### config.mk
export PLATFORM = sky130hd
export DESIGN_NAME = bfea_cell
export DESIGN_NICKNAME = d
export VERILOG_FILES = /design/src/hw/rtl/best_fit_extent_allocator_unit_defines.svh /design/src/hw/rtl/bfea_pkg.sv /design/src/hw/rtl/bfea_cell.sv
export SDC_FILE = /design/constraint.sdc
export NUM_CORES = 1
export LEC_CHECK = 0
export BUFFER_PORTS_ARGS = -buffer_cell sky130_fd_sc_hd__buf_2
export CAP_MARGIN = 20
export CORE_ASPECT_RATIO = 1.75
export CORE_UTILIZATION = 25
export CTS_BUF_LIST = sky130_fd_sc_hd__clkbuf_16
export DETAILED_ROUTE_END_ITERATION = 6
export PLACE_DENSITY = 0.62
export SLEW_MARGIN = 40
export SYNTH_ARGS = -nofsm -noshare
export SYNTH_HDL_FRONTEND = slang
export SYNTH_SLANG_ARGS = --single-unit
export TNS_END_PERCENT = 1
### constraint.sdc
create_clock -name clk -period 8.35 [get_ports clk]
set_input_delay 1.67 -clock clk [delete_from_list [all_inputs] [get_ports clk]]
set_output_delay 1.67 -clock clk [all_outputs]
set_load 0.02 [all_outputs]
### src/hw/rtl/best_fit_extent_allocator_unit_defines.svh
// Assertion macros used by the extent allocator top level
`ifndef BEST_FIT_EXTENT_ALLOCATOR_UNIT_DEFINES_SVH
`define BEST_FIT_EXTENT_ALLOCATOR_UNIT_DEFINES_SVH
`ifndef NO_ASSERTIONS
// Property must hold at every clock once reset is released
`define BFEA_ASSERT(lbl, prop) \
    lbl: assert property (@(posedge clk) disable iff (!rst_n) prop) \
        else $error("bfea: property violated");
// Condition must never be seen once reset is released
`define BFEA_NEVER(lbl, cond) \
    lbl: assert property (@(posedge clk) disable iff (!rst_n) !(cond)) \
        else $error("bfea: forbidden condition seen");
`else
`define BFEA_ASSERT(lbl, prop)
`define BFEA_NEVER(lbl, cond)
`endif
`endif

### src/hw/rtl/bfea_pkg.sv
// Types and constants shared by the extent allocator cells and control
package bfea_pkg;

    typedef struct packed {
        logic [31:0] start;
        logic [31:0] len;
    } extent_t;

    typedef enum logic [1:0] {
        CELL_HOLD,
        CELL_ROT,
        CELL_SHL,
        CELL_SHR
    } cell_op_t;

    typedef struct packed {
        cell_op_t op;
        logic     x_wr;
        extent_t  x;
    } cell_cmd_t;

    localparam logic       OP_FREE    = 1'b0;
    localparam logic       OP_ALLOC   = 1'b1;
    localparam logic [1:0] STAT_OK    = 2'd0;
    localparam logic [1:0] STAT_NOFIT = 2'd1;
    localparam logic [1:0] STAT_FULL  = 2'd2;
    localparam logic [31:0] BLK_MAX   = 32'hFFFF_FFFF;
    localparam logic [32:0] BLK_MAX33 = {1'b0, BLK_MAX};

endpackage

### src/hw/rtl/bfea_cell.sv
// One slot of the extent chain: holds one extent, trades with its neighbors
module bfea_cell #(
    parameter int IDX   = 0,
    parameter int CNT_W = 7
) (
    input  logic                clk,
    input  bfea_pkg::cell_cmd_t cmd,
    input  logic [CNT_W-1:0]    base,
    input  logic [CNT_W-1:0]    xpos,
    input  bfea_pkg::extent_t   left_ent,
    input  bfea_pkg::extent_t   right_ent,
    output bfea_pkg::extent_t   ent
);
    import bfea_pkg::*;

    localparam logic [CNT_W-1:0] MY_IDX = CNT_W'(IDX);

    extent_t ent_reg;
    extent_t ent_next;

    always_comb
    begin
        ent_next = ent_reg;
        case (cmd.op)
            CELL_ROT:
            begin
                ent_next = right_ent;
            end
            CELL_SHL:
            begin
                if (MY_IDX >= base)
                begin
                    ent_next = right_ent;
                end
            end
            CELL_SHR:
            begin
                if (MY_IDX >= base)
                begin
                    ent_next = left_ent;
                end
            end
            default:
            begin
                ent_next = ent_reg;
            end
        endcase
        // a direct write wins over any shift
        if (cmd.x_wr && (MY_IDX == xpos))
        begin
            ent_next = cmd.x;
        end
    end

    always_ff @(posedge clk)
    begin
        ent_reg <= ent_next;
    end

    assign ent = ent_reg;

endmodule

**Word-level counts from Yosys, hierarchy flattened**

Cells that the tools add are included.

- Eq/ne operators: 5
- Multipliers: 0
- Divide/modulo/power cells: 0
- Bitwise operators: 0
- Reduce and logical (&&, ||, !) cells: 4
- Shifts and indexed selects: 0
- Multiplexer cells: 4
- Order comparisons: 1
- Add/subtract/negate cells: 0

Operators with widths:

| kind | number |
|---|---|
| 64-bit 2-to-1 mux | 3 |
| 64-bit case mux with 3 select lines | 1 |
| 1-bit by 7-bit greater-or-equal comparator with 1-bit output (first input constant) | 1 |
| 7-bit zero test | 1 |
| 3-bit != test (second input constant) | 2 |
| 2-bit equality test (second input constant) | 2 |
| 4-bit nonzero test | 1 |
| 3-bit AND reduction | 1 |
| 2-bit by 1-bit equality test with 1-bit output (second input constant) | 1 |
| 1-bit logical AND | 1 |

- Input port bits: 210
- Output and inout bits: 64
- Bits in read-only memories: 0
- Word-level logic and storage cells: 16
- Latch bits: 0
- Bits in registers: 64
- Memories kept: 0
- Bits in writable memories: 0

**Longest topological paths before layout**

Gate-level depths: netlist (run 1).

- Depth in word-level cells: 4
- Mapped depth: 5
- Depth with buffers taken out: 3

**Least setup slack after synthesis (run 1)**

No wires, ideal clock.

- Path type: input to register
- Start point: input port xpos[1]
- End point: register ent_reg, in the netlist ent[0], enable pin
- Library setup time: 0.424 ns
- Arrival: 3.712 ns
- Path buffers: 2
- Setup slack: 4.214 ns
- Stages: 5
- Cells stage by stage: nor4_1 -> nand2_1 -> buf_6 -> buf_6 -> nand2_1

- Longest elaborated chain between the ends: 4
- Elaborated cells on any way between the ends: 6
- Classes of those cells: 2 x eq/ne; 4 x reduce/logical

RTL lines:

| element | line | source |
|---|---|---|
| start: declaration | bfea_cell.sv:9 | `input logic [CNT_W-1:0] xpos,` |
| 7-bit zero test * | bfea_cell.sv:49 | `if (cmd.x_wr && (MY_IDX == xpos))` |
| 1-bit logical AND * | bfea_cell.sv:49 |  |
| 3-bit != test (no source line) or 4-bit nonzero test (tied branches) | - |  |
| 3-bit AND reduction (no source line) * | - |  |
| end signal: assignment | bfea_cell.sv:57 | `ent_reg <= ent_next;` |
| end: declaration | bfea_cell.sv:18 | `extent_t ent_reg;` |

Every way passes the cells marked *; elsewhere a longest branch is shown, timed or not.
A chain may end at the register's enable or synchronous reset.

**Worst setup path in the final report (run 1)**

- Start point: input port xpos[1]
- End point: register ent_reg, in the netlist ent[17], enable pin

The elaborated chain is that of the path after synthesis.

==> qor.csv, run 1 <==
stage;metric;value;unit
status;status;finished clean;
place;post-place-ws;4130;ps
synthesis;synth_area;3730;um2
routing;via_per_inst;4.22;
cts;tritoncts;built;
layout;num-fill-cells;1440;
synthesis;seq_area_frac_synth;51.5;%
layout;design_area;5490;um2
critical_path;cp_max_fo;42;
synthesis;ys_ff_latch;64;
place;placed_cells;657;
critical_path;cp_data_arrival_time;3770;ps
timing;rsz0062_at_grt;false;
floorplan;dieArea;15400;um2
synthesis;synth_nets;424;
pwr;p_sw;0.215;mW
layout;fin_util;37.8;%
routing;vias;2842;
cts;clock_path_buffers;2;
routing;first_pass_iters;4;
routing;detail_route.wl_per_cell;15.3;um
timing;finalHoldViolCount;0;
cts;clock-sinks;64;
timing;worstMarginPinSlew;806;ps
cts;cts_max_level;3;
layout;largest_reg_flops;64;
place;post_dp_cell_area;5230;um2
critical_path;cpPeakStageDelay;550;ps
global_route;overflow;0;
critical_path;cp-end-kind;register;
synthesis;synthCells;214;
global_route;grt_max_degree;65;
job;cap_violations;0;
place;port_buffers;273;
timing;min_period;3810;ps
critical_path;crit_path_start_kind;primary input;
pwr;seq_power_share;43.7;%
pwr;clockPowerShare;35.7;%
synthesis;syn_area_per_cell;17.4;um2
cts;cts_buffers;9;
global_route;antenna_found_initial;1;
worst_hold_path;hp-start;cmd[38];
cts;hold_buffers;0;
pwr;power.internal;0.681;mW
routing;route.antenna.remaining_nets;0;
pwr;p_leak;2.65;nW
pwr;total_power;0.895;mW
layout;multi_input_area;1700;um2
timing;worst_slack;4540;ps
worst_hold_path;whs_path_depth;2;
worst_hold_path;min_path_type;primary input to register;
floorplan;start_util;25.7;%
timing;relSlewSlack;46.3;%
place;place_hpwl;8.32;mm
global_route;grt_pass1_vias;2964;
floorplan;fp.dieW;94.4;um
timing;fin_hold_ws;1650;ps
floorplan;ios;274;
routing;drc_errors;0;
pwr;p_comb_share;20.6;%
pwr;irDropWorstVdd;0.0672;mV
floorplan;die_height;164;um
synthesis;synth_warnings;0;
critical_path;path_cells;buf_2 > nor4_1 > nand2_4 > nand2_2 > buf_4;
pwr;powerDensity;163;nW/um2
cts;post_cts_buffers;0;
global_route;grtUsageTotal;13.2;%
global_route;grt_pass1_wl;14.9;mm
critical_path;crit_path_start;xpos[1];
timing;finalCritPeriodShare;45.7;%
layout;drive_gt1_share;85.6;%
layout;final_cells;673;
routing;first_iter_violations;27;
cts;path_clk_slew;50;ps
cts;cts_resized;0;
timing;drv_slew;0;
critical_path;cp.required;8300;ps
pwr;switching_share;24.0;%
critical_path;worstSetupPathType;primary input to register;
timing;fin_setup_tns;0;ps
critical_path;slowest_stage;buf_4;
floorplan;core;14500;um2
routing;routed_wl;10.3;mm
place;place.gp.congestion;0.811;
cts;root_buffer;clkbuf_16;
layout;finalNetCount;698;
worst_hold_path;hold_end;ent[38];
layout;syn_to_final_growth;47.1;%
floorplan;rows;58;
synthesis;ys_types;13;
layout;seq_area;1920;um2
timing;setup_viol;0;
timing;fmax;262;MHz
how the worst max path moves through the flow:
stage,to,slack (ps)
global route,ent[18],4350
floorplan,ent[0],4210
finish,ent[17],4540
global placement,ent[14],4220
detailed placement,ent[29],4130
CTS,ent[17],4480
cell type report:
cell class | instances | area share, %
antenna | 1 | 0.0456
clock buffer | 9 | 4.10
clock inverter | 6 | 0.547
multi-input combinational | 137 | 30.9
sequential | 64 | 35.0
tap | 180 | 4.10
timing repair buffer | 276 | 25.3
cells by family after synthesis:
kind of cell	Yosys count	synth area share, %
buffers and inverters	13	3.35
AO/OA/AOI/OAI	1	0.134
AND/OR/NAND/NOR	8	1.51
flip-flops	64	51.5
multiplexers	128	43.5
placed cells by master (no fill, tap or decap):
master      instances
buf_2             273
mux2_2             79
edfxtp_1           64
mux2_4             49
clkbuf_16           9
clkinv_2            3
buf_4               3
nand2_2             2
nor4_1              2
inv_1               2
diode_2             1
nor4b_2             1
nand2_4             1
nor4b_1             1
nor2b_1             1
a21oi_1             1
clkinvlp_4          1
power by group through the flow:
stage	Combinational [mW]	Sequential [mW]	Clock (mW)
2_1_floorplan	0.0702	0.432	0
3_3_place_gp	0.183	0.397	0
3_5_place_dp	0.187	0.398	0
4_1_cts	0.188	0.392	0.334
5_1_grt	0.198	0.394	0.346
6_report	0.185	0.391	0.319
routing by layer:
layer	GRT usage, %	vias to the layer above	routed length, um
li1	-	1385	-
met2	24.2	119	5850
met5	0	-	0
met1	13.3	1322	3580
met4	6.71	0	241
met3	3.26	16	610
cells in the mapped netlist:
| cell | number | area (um2) |
|---|---|---|
| nand2_2 | 1 | 6.26 |
| nand2_1 | 2 | 7.51 |
| mux2_4 | 49 | 736 |
| nor4b_1 | 1 | 8.76 |
| nor2b_1 | 1 | 6.26 |
| buf_2 | 1 | 5.00 |
| buf_4 | 4 | 30.0 |
| a21oi_1 | 1 | 5.00 |
| mux2_2 | 79 | 890 |
| buf_6 | 8 | 90.1 |
| nor4_1 | 2 | 12.5 |
| edfxtp_1 | 64 | 1920 |
| nor4b_2 | 1 | 15.0 |
worst max-delay path, delay by kind of cell:
| family | cells | cell delay, ps |
|---|---|---|
| and+or+nand+nor | 3 | 1380 |
| buffers and inverters | 2 | 660 |
Note: power is estimated with default switching activity, not from simulation.
==> run 2: changes to the inputs <==
--- a/config.mk
+++ b/config.mk
@@ -11,7 +11,7 @@
 export CORE_UTILIZATION = 25
 export CTS_BUF_LIST = sky130_fd_sc_hd__clkbuf_16
 export DETAILED_ROUTE_END_ITERATION = 6
-export PLACE_DENSITY = 0.62
+export PLACE_DENSITY = 0.64
 export SLEW_MARGIN = 40
 export SYNTH_ARGS = -nofsm -noshare
 export SYNTH_HDL_FRONTEND = slang
==> constraint.sdc (replaced) <==
create_clock -name clk -period 3.2 [get_ports clk]
set_input_delay 0.64 -clock clk [delete_from_list [all_inputs] [get_ports clk]]
set_output_delay 0.64 -clock clk [all_outputs]
set_load 0.02 [all_outputs]
==> qor.csv, run 2 (synthesis gave the netlist of run 1 again) <==
stage;metric;value;unit;change
routing;detail_route.wl_per_cell;15.9;um;+4.0%
layout;finalNetCount;700;;+0.29%
layout;drive_gt1_share;85.3;%;-0.32 points
floorplan;start_util;25.7;%;unchanged
place;place.gp.congestion;0.798;;-1.7%
global_route;overflow;0;;unchanged
critical_path;cp_data_arrival_time;2270;ps;-1500 ps
floorplan;ios;274;;unchanged
floorplan;dieArea;15400;um2;unchanged
cts;clock-sinks;64;;unchanged
place;port_buffers;273;;unchanged
critical_path;cp-end-kind;register;;
layout;largest_reg_flops;64;;unchanged
global_route;antenna_found_initial;1;;unchanged
routing;routed_wl;10.7;mm;+4.4%
place;post-place-ws;628;ps;-3500 ps
job;cap_violations;0;;unchanged
layout;syn_to_final_growth;48.9;%;
layout;final_cell_mix;273 x buf_2, 79 x mux2_2, 64 x edfxtp_1, 49 x mux2_4, 9 x clkbuf_16;;
pwr;irDropWorstVdd;0.202;mV;+200%
layout;num-fill-cells;1454;;+0.97%
worst_hold_path;min_path_type;primary input to register;;
layout;seq_area;1920;um2;unchanged
timing;fin_setup_tns;0;ps;unchanged
critical_path;cp.required;3270;ps;-5030 ps
status;status;finished clean;;
timing;relSlewSlack;65.9;%;+20 points
layout;final_common_cell;buf_2;;
layout;multi_input_area;1700;um2;+0.29%
global_route;grt_pass1_wl;15.1;mm;+1.7%
pwr;power.internal;1.86;mW;+170%
timing;drv_slew;0;;unchanged
cts;tritoncts;built;;
routing;via_per_inst;4.27;;+1.1%
timing;finalCritPeriodShare;68.6;%;
worst_hold_path;whs_path_depth;2;;unchanged
routing;first_iter_violations;60;;+120%
floorplan;rows;58;;unchanged
timing;setup_viol;0;;unchanged
cts;path_clk_slew;60;ps;about the same
layout;fin_util;38.3;%;+0.48 points
pwr;p_comb_share;20.0;%;-0.6 points
global_route;grtUsageTotal;13.5;%;+0.30 points
timing;worstMarginPinSlew;507;ps;-299 ps
pwr;switching_share;23.5;%;-0.46 points
pwr;clockPowerShare;38.0;%;+2.3 points
pwr;seq_power_share;42.0;%;-1.7 points
timing;worst_slack;1010;ps;-3530 ps
pwr;powerDensity;437;nW/um2;+170%
timing;finalHoldViolCount;0;;unchanged
critical_path;crit_path_start_kind;primary input;;
global_route;grt_pass1_vias;3094;;+4.4%
cts;cts_max_level;3;;unchanged
cts;cts_buffers;9;;unchanged
routing;route.antenna.remaining_nets;0;;unchanged
routing;vias;2885;;+1.5%
floorplan;fp.dieW;94.4;um;unchanged
timing;min_period;2190;ps;
timing;fmax;456;MHz;
worst_hold_path;hold_end;ent[25];;
floorplan;core;14500;um2;unchanged
critical_path;cp_max_fo;27;;-36%
routing;first_pass_iters;4;;unchanged
routing;drc_errors;0;;unchanged
cts;cts_resized;0;;unchanged
floorplan;die_height;164;um;unchanged
place;place_hpwl;8.63;mm;+3.7%
timing;rsz0062_at_grt;false;;
cts;post_cts_buffers;0;;unchanged
cts;root_buffer;clkbuf_16;;
worst_hold_path;hp-start;cmd[25];;
pwr;p_leak;2.69;nW;+1.3%
cts;clock_path_buffers;2;;unchanged
global_route;grt_max_degree;65;;unchanged
cts;hold_buffers;0;;unchanged
pwr;p_sw;0.572;mW;+170%
critical_path;worstSetupPathType;primary input to register;;
run 2: worst max path at each step:
stage | start | end | slack (ps) | cells after the start
3_5_place_dp | xpos[1] | ent[27] | 630 | 5
5_1_grt | xpos[1] | ent[18] | 890 | 5
6_report | xpos[1] | ent[37] | 1010 | 5
4_1_cts | xpos[1] | ent[18] | 980 | 5
3_3_place_gp | xpos[1] | ent[22] | 650 | 5
2_1_floorplan | xpos[1] | ent[0] | 90 | 5
run 2: critical path: stages:
cell and delay, ps:
buf_2 90, nor4_1 480, nand2_4 290, buf_4 370
mux2_4 360
run 2: final cells by class:
type | instances | area share (%)
clock buffer | 9 | 4.05
multi-input combinational | 137 | 30.6
sequential | 64 | 34.6
clock inverter | 7 | 0.990
tap | 180 | 4.05
timing repair buffer | 278 | 25.7
antenna | 1 | 0.0450
run 2: layer usage:
| metal | vias up | track usage, % | wire length (um) |
|---|---|---|---|
| met5 | - | 0 | 0 |
| met4 | 0 | 6.85 | 303 |
| met3 | 17 | 3.45 | 704 |
| met2 | 142 | 25.1 | 6030 |
| met1 | 1333 | 13.3 | 3700 |
| li1 | 1393 | - | - |
run 2: power by group through the flow:
stage / combinational [mW] / sequential [mW] / clock, mW
finish: 0.486 / 1.02 / 0.924
global route: 0.521 / 1.03 / 0.997
CTS: 0.494 / 1.02 / 0.970
detailed placement: 0.492 / 1.04 / 0
global placement: 0.481 / 1.04 / 0
floorplan: 0.183 / 1.13 / 0
run 2: per-stage QoR:
step / area [um2] / hold WS (ps) / total power, mW / std cells
2_1_floorplan: 3730 / 858 / 1.31 / 214
3_3_place_gp: 5280 / 940 / 1.52 / 659
3_5_place_dp: 5280 / 946 / 1.53 / 659
4_1_cts: 5560 / 596 / 2.49 / 675
5_1_grt: 5560 / 600 / 2.54 / 675
6_report: 5560 / 616 / 2.43 / 676
